File: src/hw/rtl/slcd_pkg.sv
// Shared types and constants of the sync/length/checksum deframer.
package slcd_pkg;

  // Input item codes.
  localparam logic MODE_BYTE = 1'b0;
  localparam logic MODE_TICK = 1'b1;

  // Result item codes.
  localparam logic KIND_PAYLOAD   = 1'b0;
  localparam logic KIND_FRAME_END = 1'b1;

  localparam logic [1:0] ST_OK       = 2'd0;
  localparam logic [1:0] ST_BAD_SUM  = 2'd1;
  localparam logic [1:0] ST_TOO_LONG = 2'd2;

  // Frame constants.
  localparam logic [7:0] SYNC_FIRST        = 8'h55;
  localparam logic [7:0] SYNC_SECOND       = 8'hAA;
  localparam logic [7:0] GAP_TIMEOUT_RESET = 8'd5;
  localparam logic [7:0] IDLE_MAX          = 8'hFF;

  typedef struct packed {
    logic       mode;
    logic [7:0] rx_byte;
  } in_item_t;

  typedef struct packed {
    logic        kind;
    logic [7:0]  payload_byte;
    logic [7:0]  command;
    logic [7:0]  version;
    logic [15:0] frame_length;
    logic [1:0]  status;
    logic        last;
  } out_item_t;

endpackage

File: src/hw/rtl/slcd_in_if.sv
// Input channel of the deframer: received bytes and millisecond ticks.
interface slcd_in_if;
  logic               valid;
  logic               ready;
  slcd_pkg::in_item_t data;

  modport source (output valid, output data, input ready);
  modport sink (input valid, input data, output ready);
endinterface

File: src/hw/rtl/slcd_out_if.sv
// Result channel of the deframer: payload bytes and frame-end summaries.
interface slcd_out_if;
  logic                valid;
  logic                ready;
  slcd_pkg::out_item_t data;

  modport source (output valid, output data, input ready);
  modport sink (input valid, input data, output ready);
endinterface

File: src/hw/rtl/sync_length_checksum_deframer.sv
// Top level of the sync/length/checksum frame deframer.
//
// The deframer takes a stream of items, each either a received serial byte or a
// one millisecond tick, and recovers frames of the form 0x55, 0xAA, version,
// command, 16-bit big-endian length, payload and an additive checksum (the sum
// modulo 256 of every byte before it). Every payload byte leaves as a payload
// result as soon as it arrives; the checksum byte produces a frame-end result
// carrying command, version, length and a status of ok or bad checksum. A
// length above MAX_PAYLOAD produces a frame-end result with the too-long status
// right after the second length byte, and the search restarts. Ticks count idle
// time, saturating at 255; a byte arriving after more than gap_timeout ticks of
// silence restarts the frame search before that byte is handled. A bad second
// sync byte is dropped and the search restarts. The block accepts one item in
// every cycle: an item is captured in an input register, the frame state is
// updated in a single pass of short logic, and any result lands in an output
// register when its item leaves the input register. While a result waits there,
// one more item can be taken into the input register; the input then stalls
// until the waiting result has been transferred.
// gap_timeout is written through cfg_we/cfg_wdata and should only change while
// the block is idle.
module sync_length_checksum_deframer #(
  parameter int MAX_PAYLOAD = 256
) (
  input  logic             clk,
  input  logic             rst_n,
  slcd_in_if.sink          in_ch,
  slcd_out_if.source       out_ch,
  input  logic             cfg_we,
  input  logic [7:0]       cfg_wdata
);

  // Payload byte counter covers 0 .. MAX_PAYLOAD.
  localparam int          CNT_W   = (MAX_PAYLOAD < 2) ? 1 : $clog2(MAX_PAYLOAD + 1);
  localparam logic [15:0] MAX_LEN = 16'(MAX_PAYLOAD);

  // Position within the frame.
  typedef enum logic [2:0] {
    PH_HUNT,
    PH_SYNC2,
    PH_VERSION,
    PH_COMMAND,
    PH_LEN_HI,
    PH_LEN_LO,
    PH_PAYLOAD,
    PH_CHECKSUM
  } phase_t;

  // Configuration register.
  logic [7:0] gap_timeout_r;

  // Input register.
  logic               s1_valid_r;
  slcd_pkg::in_item_t s1_item_r;

  // Frame state.
  phase_t             phase_r, phase_nxt;
  logic [CNT_W-1:0]   count_r, count_nxt;
  logic [15:0]        length_r, length_nxt;
  logic [7:0]         sum_r, sum_nxt;
  logic [7:0]         command_r, command_nxt;
  logic [7:0]         version_r, version_nxt;
  logic [7:0]         idle_r, idle_nxt;

  // Result register.
  logic                out_valid_r;
  slcd_pkg::out_item_t out_item_r;

  logic                s1_advance;
  logic                res_valid;
  slcd_pkg::out_item_t res_item;

  // Effective state after a possible gap restart.
  logic               gap_restart;
  phase_t             phase_eff;
  logic [15:0]        length_eff;
  logic [7:0]         sum_eff;
  logic [7:0]         b;
  logic [7:0]         sum_add;
  logic [15:0]        len_full;

  // The item in the input register moves on when the result register is free
  // or is being emptied in this cycle.
  assign s1_advance  = s1_valid_r && (!out_valid_r || out_ch.ready);
  assign in_ch.ready = !s1_valid_r || s1_advance;

  assign out_ch.valid = out_valid_r;
  assign out_ch.data  = out_item_r;

  assign b           = s1_item_r.rx_byte;
  assign gap_restart = (idle_r > gap_timeout_r);
  assign phase_eff   = gap_restart ? PH_HUNT : phase_r;
  assign length_eff  = gap_restart ? 16'd0 : length_r;
  assign sum_eff     = gap_restart ? 8'd0 : sum_r;
  assign sum_add     = sum_eff + b;
  assign len_full    = {length_eff[15:8], b};

  always_comb begin
    phase_nxt   = phase_r;
    count_nxt   = count_r;
    length_nxt  = length_r;
    sum_nxt     = sum_r;
    command_nxt = command_r;
    version_nxt = version_r;
    idle_nxt    = idle_r;
    res_valid   = 1'b0;

    res_item.kind         = slcd_pkg::KIND_PAYLOAD;
    res_item.payload_byte = 8'd0;
    res_item.command      = command_r;
    res_item.version      = version_r;
    res_item.frame_length = length_eff;
    res_item.status       = slcd_pkg::ST_OK;
    res_item.last         = 1'b0;

    if (s1_advance) begin
      if (s1_item_r.mode == slcd_pkg::MODE_TICK) begin
        if (idle_r != slcd_pkg::IDLE_MAX) begin
          idle_nxt = idle_r + 8'd1;
        end
      end else begin
        idle_nxt   = 8'd0;
        phase_nxt  = phase_eff;
        length_nxt = length_eff;
        sum_nxt    = sum_eff;
        case (phase_eff)
          PH_HUNT: begin
            if (b == slcd_pkg::SYNC_FIRST) begin
              sum_nxt   = b;
              phase_nxt = PH_SYNC2;
            end
          end
          PH_SYNC2: begin
            if (b == slcd_pkg::SYNC_SECOND) begin
              sum_nxt   = sum_add;
              phase_nxt = PH_VERSION;
            end else begin
              // Dropped; not retried as a first sync byte.
              phase_nxt  = PH_HUNT;
              sum_nxt    = 8'd0;
              length_nxt = 16'd0;
            end
          end
          PH_VERSION: begin
            version_nxt = b;
            sum_nxt     = sum_add;
            phase_nxt   = PH_COMMAND;
          end
          PH_COMMAND: begin
            command_nxt = b;
            sum_nxt     = sum_add;
            phase_nxt   = PH_LEN_HI;
          end
          PH_LEN_HI: begin
            length_nxt = {b, 8'd0};
            sum_nxt    = sum_add;
            phase_nxt  = PH_LEN_LO;
          end
          PH_LEN_LO: begin
            count_nxt = '0;
            if (len_full > MAX_LEN) begin
              // Reported at once with the announced length, then restart.
              res_valid             = 1'b1;
              res_item.kind         = slcd_pkg::KIND_FRAME_END;
              res_item.frame_length = len_full;
              res_item.status       = slcd_pkg::ST_TOO_LONG;
              res_item.last         = 1'b1;
              phase_nxt             = PH_HUNT;
              sum_nxt               = 8'd0;
              length_nxt            = 16'd0;
            end else begin
              length_nxt = len_full;
              sum_nxt    = sum_add;
              phase_nxt  = (len_full == 16'd0) ? PH_CHECKSUM : PH_PAYLOAD;
            end
          end
          PH_PAYLOAD: begin
            res_valid             = 1'b1;
            res_item.payload_byte = b;
            sum_nxt               = sum_add;
            count_nxt             = count_r + CNT_W'(1);
            if ((16'(count_r) + 16'd1) == length_eff) begin
              phase_nxt = PH_CHECKSUM;
            end
          end
          PH_CHECKSUM: begin
            res_valid       = 1'b1;
            res_item.kind   = slcd_pkg::KIND_FRAME_END;
            res_item.status = (sum_eff == b) ? slcd_pkg::ST_OK : slcd_pkg::ST_BAD_SUM;
            res_item.last   = 1'b1;
            phase_nxt       = PH_HUNT;
            sum_nxt         = 8'd0;
            length_nxt      = 16'd0;
          end
          default: begin
            phase_nxt = PH_HUNT;
          end
        endcase
      end
    end
  end

  always_ff @(posedge clk) begin
    if (!rst_n) begin
      gap_timeout_r <= slcd_pkg::GAP_TIMEOUT_RESET;
      s1_valid_r    <= 1'b0;
      phase_r       <= PH_HUNT;
      count_r       <= '0;
      length_r      <= 16'd0;
      sum_r         <= 8'd0;
      command_r     <= 8'd0;
      version_r     <= 8'd0;
      idle_r        <= 8'd0;
      out_valid_r   <= 1'b0;
    end else begin
      if (cfg_we) begin
        gap_timeout_r <= cfg_wdata;
      end
      if (in_ch.ready) begin
        s1_valid_r <= in_ch.valid;
      end
      phase_r   <= phase_nxt;
      count_r   <= count_nxt;
      length_r  <= length_nxt;
      sum_r     <= sum_nxt;
      command_r <= command_nxt;
      version_r <= version_nxt;
      idle_r    <= idle_nxt;
      if (res_valid) begin
        out_valid_r <= 1'b1;
      end else if (out_ch.ready) begin
        out_valid_r <= 1'b0;
      end
    end
  end

  // Payload registers.
  always_ff @(posedge clk) begin
    if (in_ch.ready && in_ch.valid) begin
      s1_item_r <= in_ch.data;
    end
    if (res_valid) begin
      out_item_r <= res_item;
    end
  end

endmodule

File: src/flat_wrapper.sv
// flat-port wrapper written by rule: the top's interface ports become plain ports
module sync_length_checksum_deframer_flat 
#(
  parameter int MAX_PAYLOAD = 256
)
  (clk, rst_n, cfg_we, cfg_wdata, in_ch_valid, in_ch_data, in_ch_ready, out_ch_valid, out_ch_data, out_ch_ready);
  slcd_in_if in_ch_i ();
  slcd_out_if out_ch_i ();
  input  logic clk;
  input  logic rst_n;
  input  logic cfg_we;
  input  logic [7:0] cfg_wdata;
  input wire logic [$bits(in_ch_i.valid)-1:0] in_ch_valid;
  input wire logic [$bits(in_ch_i.data)-1:0] in_ch_data;
  output wire logic [$bits(in_ch_i.ready)-1:0] in_ch_ready;
  output wire logic [$bits(out_ch_i.valid)-1:0] out_ch_valid;
  output wire logic [$bits(out_ch_i.data)-1:0] out_ch_data;
  input wire logic [$bits(out_ch_i.ready)-1:0] out_ch_ready;
  assign in_ch_i.valid = in_ch_valid;
  assign in_ch_i.data = in_ch_data;
  assign in_ch_ready = in_ch_i.ready;
  assign out_ch_valid = out_ch_i.valid;
  assign out_ch_data = out_ch_i.data;
  assign out_ch_i.ready = out_ch_ready;
  sync_length_checksum_deframer #(.MAX_PAYLOAD(MAX_PAYLOAD)) u_core (.clk(clk), .rst_n(rst_n), .in_ch(in_ch_i), .out_ch(out_ch_i), .cfg_we(cfg_we), .cfg_wdata(cfg_wdata));
endmodule
File: config.mk
export PLATFORM = sky130hd
export DESIGN_NAME = sync_length_checksum_deframer_flat
export DESIGN_NICKNAME = d
export VERILOG_FILES = /design/src/hw/rtl/slcd_pkg.sv /design/src/hw/rtl/slcd_in_if.sv /design/src/hw/rtl/slcd_out_if.sv /design/src/hw/rtl/sync_length_checksum_deframer.sv /design/src/flat_wrapper.sv
export SDC_FILE = /design/constraint.sdc
export NUM_CORES = 1
export LEC_CHECK = 0
export BUFFER_PORTS_ARGS = -buffer_cell sky130_fd_sc_hd__buf_2
export CELL_PAD_IN_SITES_DETAIL_PLACEMENT = 0
export CELL_PAD_IN_SITES_GLOBAL_PLACEMENT = 1
export CORE_AREA = 5 5 121 123
export DETAILED_ROUTE_END_ITERATION = 12
export DIE_AREA = 0 0 126 128
export PLACE_DENSITY_LB_ADDON = 0.1
export SETUP_SLACK_MARGIN = 0.15
export SLEW_MARGIN = 40
export SYNTH_ARGS = -nofsm -noshare
export SYNTH_HDL_FRONTEND = slang
export SYNTH_SLANG_ARGS = --single-unit
File: constraint.sdc
create_clock -name clk -period 4.8 [get_ports clk]
set_input_delay 1.44 -clock clk [delete_from_list [all_inputs] [get_ports clk]]
set_output_delay 1.44 -clock clk [all_outputs]
set_load 0.03 [all_outputs]
==> flow_metrics.py, run 1 <==
metrics = {
    "global_routing": {
        "overflow": 0,
        "grt_use_total_pct": 19.4,
        "grt_pass1_vias": 4687,
        "grt_max_degree": 30,
        "antenna_found_initial": 0,
        "grt_pass1_wl_um": 24600,
    },
    "power": {
        "vdd_drop_max_mv": 0.238,
        "power.clock.fraction_pct": 53.0,
        "p_int_uw": 2000,
        "switching_share_pct": 21.8,
        "combPwrFrac_pct": 3.4,
        "switching_power_uw": 558,
        "p_per_area_nw_per_um2": 367,
        "p_leak_uw": 0.00278,
        "sequentialPowerShare_pct": 43.6,
    },
    "synthesis": {
        "synth_area_per_cell_sq_um": 9.79,
        "yosys.area.top_type": "edfxtp_1",
        "netlist_area_sq_um": 5860,
        "yosysSeqAreaShare_pct": 50.6,
        "ys.flop_type": "dfxtp_1",
        "synthTopCellsByCount": "dfxtp_1 (70), edfxtp_1 (52), nor2_1 (51)",
        "postSynthCellCount": 598,
        "synth_fp_nets": 638,
        "yosysWarnings": 0,
        "synth_seq_cells": 122,
        "yosysTopAreaCellShare_pct": 26.7,
        "synth_edf_count": 52,
        "synth_most_common_cell": "dfxtp_1",
        "synthTopCellsByArea": "edfxtp_1 (27%), dfxtp_1 (24%), ha_1 (3.6%)",
        "async_reset_ff_share_pct": 0,
        "synth_cell_type_count": 62,
    },
    "floorplan": {
        "fp.dieW_um": 126,
        "die-area_sq_um": 16100,
        "rows": 43,
        "ios": 68,
        "core_area_sq_um": 13600,
        "start_util_pct": 43.2,
        "die_h_um": 128,
    },
    "place": {
        "dp_hpwl_um": 10400,
        "place_worst_setup_slack_ns": 1.15,
        "place_congestion": 0.818,
        "port-buffer-count": 67,
    },
    "hold_path": {
        "whs_endpoint": "u_core.out_ch.data[27]",
        "whs_path_depth": 0,
        "hp-class": "flop to flop",
        "min-delay-start": "u_core.command_r[0]",
    },
    "clock_network": {
        "cts_tree": "done",
        "h-tree-depth": 4,
        "cts_setup_buffers": 0,
        "cts_buffers": 17,
        "clockBufferDepth": 2,
        "clk_latency_ns": 0.42,
        "clkSinkCount": 122,
        "cts_resized": 0,
        "cts_hold_buf": 0,
        "cts_root_buf": "clkbuf_16",
        "path_clk_slew_ns": 0.06,
    },
    "route": {
        "drtPass1Iterations": 5,
        "wire_per_inst_um": 17.7,
        "postRouteAntennaNets": 0,
        "routed_via_density": 5.59,
        "vias": 4754,
        "drc_errors": 0,
        "wl_um": 15100,
        "drt_iter0_markers": 389,
    },
    "finish": {
        "num-nets-final": 697,
        "fillers": 1278,
        "syn2layout_area_growth_pct": 19.0,
        "antenna_cells": 0,
        "post-route-util_pct": 51.4,
        "drive_above_1_share_pct": 19.9,
    },
    "setup_path": {
        "end_kind": "output port",
        "crit_fanout": 3,
        "rr_endpoint": "u_core.out_ch.data[41]",
        "rr_startpoint": "u_core.idle_r[1]",
        "arrival_ns": 2.04,
        "crit_required_ns": 3.36,
        "critPathKind": "primary input to output port",
        "startpoint_type": "primary input",
        "rr_worst_depth": 10,
        "ff2ff_setup_slack_ns": 1.43,
        "crit_path_start": "out_ch_ready",
    },
    "run": {
        "cap_violations": 0,
    },
    "status": {
        "status": "finished clean",
    },
    "timing": {
        "finalHoldWorstSlack_ns": 0.427,
        "finalCritPeriodShare_pct": 72.5,
        "finalSetupTns_ns": 0,
        "timing.final.ws_setup_ns": 1.32,
        "relSlewSlack_pct": 50.6,
        "fin_crit_ns": 3.48,
        "final_max_slew_viol_count": 0,
        "setup_viol": 0,
        "tightest_slew_ns": 0.739,
        "hold_viol_final": 0,
        "skew_ns": 0.00768,
        "rsz0062_at_grt": "false",
        "fmax_mhz": 287,
    },
}
[metal layers]
metal  vias to the layer above  GRT usage (%)  part of all wire, %
met5                         -              0                    0
met4                         0           8.45                  2.1
met3                        22           4.25                  5.6
met2                       131           31.8                   49
met1                      2295           24.9                   43
li1                       2306              -                    -
[final cells by class]
type | instances | area [sq um] | share of cell area [%]
repair buffers | 78 | 418 | 6.00
inverters | 23 | 86.3 | 1.24
well taps | 180 | 225 | 3.23
clock buffers | 18 | 439 | 6.30
multi-input cells | 415 | 2650 | 38.0
clock inverters | 14 | 189 | 2.71
flip-flops and latches | 122 | 2960 | 42.5
[sequential cells by signal, summed over array words and instances, names as in the netlist]
name / cells
u_core.length_r: 16
u_core.out_ch.valid: 1
u_core.out_ch.data: 43
u_core.s1_valid_r: 1
u_core.s1_item_r: 1
u_core.idle_r: 8
u_core.version_r: 8
u_core.count_r: 9
u_core.b: 8
u_core.command_r: 8
u_core.sum_r: 8
u_core.gap_timeout_r: 8
u_core.phase_r: 3
[metrics by stage]
step,std cells,power [uW],area [sq um]
after floorplan,598,1180,5860
after global placement,818,1220,6330
after detailed placement,818,1220,6330
after CTS,850,2580,6960
after global routing,850,2640,6970
final,850,2560,6970
[cells in the final DEF, fill, tap and decap left out, drive strengths merged, types with 5 or more instances in the layout]
| cell type | netlist | routed |
|---|---|---|
| buf | 13 | 78 |
| dfxtp | 70 | 70 |
| edfxtp | 52 | 52 |
| nor2 | 52 | 52 |
| nand2 | 45 | 45 |
| a21oi | 40 | 40 |
| nand3 | 36 | 36 |
| o21ai | 34 | 34 |
| inv | 23 | 26 |
| xnor2 | 19 | 19 |
| nor3 | 19 | 19 |
| clkbuf | 25 | 18 |
| ha | 17 | 17 |
| and3 | 16 | 16 |
| nand4 | 10 | 10 |
| xor2 | 10 | 10 |
| nor4 | 10 | 10 |
| o22ai | 9 | 9 |
| a32oi | 8 | 8 |
| mux2i | 7 | 7 |
| nor2b | 7 | 7 |
| nand2b | 6 | 6 |
| and2 | 6 | 6 |
| o211ai | 5 | 5 |
| clkinv | 0 | 5 |
[cell families (layout without fill, tap and decap cells)]
| kind of cell | count (synthesis) | count (layout) | share of synthesized area (%) |
|---|---|---|---|
| and+or+nand+nor | 222 | 222 | 19.3 |
| AOI/OAI and AO/OA | 139 | 139 | 16.2 |
| DFF | 122 | 122 | 50.6 |
| buffers and inverters | 61 | 133 | 4.38 |
| xor gates and xnor gates | 29 | 29 | 4.34 |
| adders and majority gates | 18 | 18 | 3.97 |
| muxes | 7 | 7 | 1.20 |
[power groups by stage]
stage          Clock, uW  Sequential (uW)  Combinational [uW]
3_3_place_gp           0             1140                84.3
4_1_cts             1380             1110                87.3
5_1_grt             1430             1120                97.4
2_1_floorplan          0             1120                62.1
3_5_place_dp           0             1140                86.9
6_report            1360             1120                86.7
[worst max-delay path, stage by stage]
cell     delay (ns)
buf_2          0.10
nor2b_1        0.21
nand2_1        0.10
buf_2          0.18
[worst max-delay path by stage]
stage	slack [ns]	endpoint
global placement	1.22	u_core.out_ch.data[39]
global route	1.21	in_ch_ready
CTS	1.32	in_ch_ready
detailed placement	1.15	u_core.out_ch.data[41]
finish	1.32	in_ch_ready
floorplan	1.03	u_core.out_ch.data[10]
Power figures use the tool's default switching activity.
==> inputs of run 2 (changes only) <==
ABC_AREA = 1   (was default)
CORE_AREA = 5 5 122 124   (was 5 5 121 123)
DIE_AREA = 0 0 127 129   (was 0 0 126 128)
clock period = 3.4 ns   (was 4.8 ns; I/O delays follow)
==> flow_metrics.py, run 2 <==
metrics = {
    "finish": {
        "drive_above_1_share_pct": 19.1,
        "fillers": 1351,
        "most-common-layout-cells": "nand2_1 (157), nor2_1 (82), inv_1 (81), dfxtp_1 (70), buf_2 (67)",
        "largest_reg_flops": 43,
        "post-route-util_pct": 52.1,
        "num-nets-final": 835,
        "syn2layout_area_growth_pct": 20.7,
        "antenna_cells": 0,
        "final_common_cell": "nand2_1",
    },
    "timing": {
        "relSlewSlack_pct": 48.6,
        "fmax_mhz": 339,
        "final_max_slew_viol_count": 0,
        "setup_viol": 0,
        "rsz0062_at_grt": "false",
        "skew_ns": 0.00802,
        "tightest_slew_ns": 0.762,
        "finalCritPeriodShare_pct": 86.7,
        "fin_crit_ns": 2.95,
        "finalSetupTns_ns": 0,
        "hold_viol_final": 0,
    },
    "setup_path": {
        "critical-path-max-stage-delay_ns": 0.41,
        "rr_endpoint": "u_core.sum_r[6]",
        "slowest_stage": "fa_1",
        "crit_top_cell": "nand2_1",
        "end_kind": "flop",
        "crit_fanout": 11,
        "crit_path_start": "u_core.gap_timeout_r[7]",
        "arrival_ns": 3.30,
        "critical_path.cell_chain": "inv_1 -> ha_1 -> nand2_1 -> nor2_2 -> nand2_1 -> nand2_2 -> nand2_8 -> inv_4 -> nor2_1 -> ha_1 -> fa_1 -> nand3_1 -> nand2_1 -> a21o_1 -> a21oi_1 -> xnor2_1 -> nand3_1 -> a21oi_1",
        "rr_startpoint": "u_core.gap_timeout_r[7]",
        "critPathKind": "flop to flop",
        "startpoint_type": "flop",
        "rr_worst_depth": 18,
        "crit_required_ns": 3.75,
        "ff2ff_setup_slack_ns": 0.45,
    },
    "hold_path": {
        "min-delay-start": "u_core.command_r[2]",
        "hp-class": "flop to flop",
        "whs_endpoint": "u_core.out_ch.data[29]",
        "whs_path_depth": 0,
    },
    "floorplan": {
        "fp.dieW_um": 127,
        "rows": 43,
        "ios": 68,
        "die-area_sq_um": 16400,
        "die_h_um": 129,
        "core_area_sq_um": 13700,
        "start_util_pct": 43.2,
    },
    "clock_network": {
        "cts_buffers": 17,
        "clkSinkCount": 122,
        "clk_latency_ns": 0.42,
        "clockBufferDepth": 2,
        "path_clk_slew_ns": 0.06,
        "cts_hold_buf": 0,
        "h-tree-depth": 4,
        "cts_root_buf": "clkbuf_16",
        "cts_tree": "done",
    },
    "synthesis": {
        "synthSimpleGateAreaFrac_pct": 24.9,
        "synthTopCellsByArea": "edfxtp_1 (26%), dfxtp_1 (24%), nand2_1 (10%)",
        "yosys.area.top_type": "edfxtp_1",
        "netlist_area_sq_um": 5900,
        "synthTopCellsByCount": "nand2_1 (157), nor2_1 (84), inv_1 (81)",
        "async_reset_ff_share_pct": 0,
        "ys.flop_type": "dfxtp_1",
        "synth_area_per_cell_sq_um": 8.22,
        "synth_fa_ha_area_share_pct": 3.95,
        "synthXorXnorAreaFrac_pct": 1.78,
        "synth.mux.area_fraction_pct": 0,
        "yosysWarnings": 0,
        "synth_edf_count": 52,
        "synth-compound-area-share_pct": 11.6,
        "synth_fp_nets": 757,
        "synth_seq_cells": 122,
        "yosysSeqAreaShare_pct": 50.2,
        "yosysTopAreaCellShare_pct": 26.5,
        "synth_cell_type_count": 42,
        "postSynthCellCount": 717,
        "synth_most_common_cell": "nand2_1",
        "synth_top_family_by_area": "simple AND/OR/NAND/NOR gates",
    },
    "route": {
        "postRouteAntennaNets": 0,
        "drc_errors": 0,
        "vias": 4921,
        "wire_per_inst_um": 14.8,
        "routed_via_density": 4.98,
        "drtPass1Iterations": 5,
        "drt_iter0_markers": 209,
        "wl_um": 14600,
    },
    "place": {
        "port-buffer-count": 67,
        "place_congestion": 0.863,
        "dp_hpwl_um": 10700,
    },
    "global_routing": {
        "met2_usage_pct": 31.6,
        "grt_pass1_vias": 4810,
        "grt_use_total_pct": 18.8,
        "use_met1_pct": 23.7,
        "grt_busiest_layer": "met2",
        "overflow": 0,
        "grt_pass1_wl_um": 24200,
        "grt_max_degree": 44,
        "antenna_found_initial": 0,
        "grt_util_met3_pct": 4.19,
    },
    "power": {
        "p_leak_uw": 0.00311,
        "vdd_drop_max_mv": 0.241,
        "p_per_area_nw_per_um2": 513,
    },
    "run": {
        "cap_violations": 0,
    },
    "status": {
        "status": "finished clean",
    },
}
==> run 2: routing by layer <==
layer | up-vias | routed length [um]
li1 | 2515 | -
met5 | - | 0
met1 | 2251 | 6570
met4 | 0 | 296
met3 | 24 | 697
met2 | 131 | 7050
==> run 2: power breakdown <==
part | total [uW] | switching, uW | internal, uW
logic | 193 | 124 | 68.7
registers | 1570 | 25.3 | 1550
clock network | 1890 | 669 | 1220
total | 3650 | 819 | 2840
==> run 2: cells by family (layout without fill, tap and decap cells) <==
kind of cell    after synthesis  after routing
xor+xnor                     12             12
simple gates                328            328
flops                       122            122
fa+ha+maj                    18             18
buf+inv                     110            201
compound gates              127            127
==> run 2: area by class of cell <==
cell class / instances / area (sq um) / share of cell area [%]
multi-input combinational: 485 / 2510 / 35.2
sequential: 122 / 2960 / 41.6
clock inverter: 13 / 163 / 2.28
inverter: 88 / 333 / 4.67
tap: 180 / 225 / 3.16
clock buffer: 19 / 464 / 6.52
timing repair buffer: 81 / 465 / 6.54
==> run 2: how the worst max path moves through the flow <==
stage | cells after the start | slack, ns | endpoint
2_1_floorplan | 13 | 0.51 | u_core.out_ch.data[10]
3_3_place_gp | 17 | 0.43 | u_core.sum_r[5]
3_5_place_dp | 17 | 0.29 | u_core.sum_r[5]
4_1_cts | 18 | 0.26 | u_core.sum_r[5]
5_1_grt | 18 | 0.19 | u_core.sum_r[5]
6_report | 18 | 0.45 | u_core.sum_r[6]
==> run 2: stage by stage <==
| stage | area, sq um | hold WS (ns) | total power (uW) | worst slack [ns] | instances |
|---|---|---|---|---|---|
| floorplan | 5900 | 0.409 | 1720 | 0.510 | 717 |
| global placement | 6450 | 0.420 | 1790 | 0.426 | 953 |
| detailed placement | 6450 | 0.421 | 1800 | 0.290 | 953 |
| CTS | 7070 | 0.435 | 3690 | 0.259 | 985 |
| global route | 7120 | 0.438 | 3800 | 0.191 | 988 |
| finish | 7120 | 0.433 | 3650 | 0.451 | 988 |
==> run 2: critical path, delay by kind of cell, from the launching register on <==
family	cells	cell delay, ns
fa+ha+maj	3	0.91
simple gates	9	0.85
compound gates	3	0.45
flops	1	0.31
buf+inv	2	0.23
xor+xnor	1	0.13
==> run 2: what timing repair did <==
| item | 4_1_cts | 5_1_grt |
|---|---|---|
| endpoints found under the setup margin | 0 | 2 |
| setup buffers | 0 | 3 |
| resized for setup | 0 | 2 |
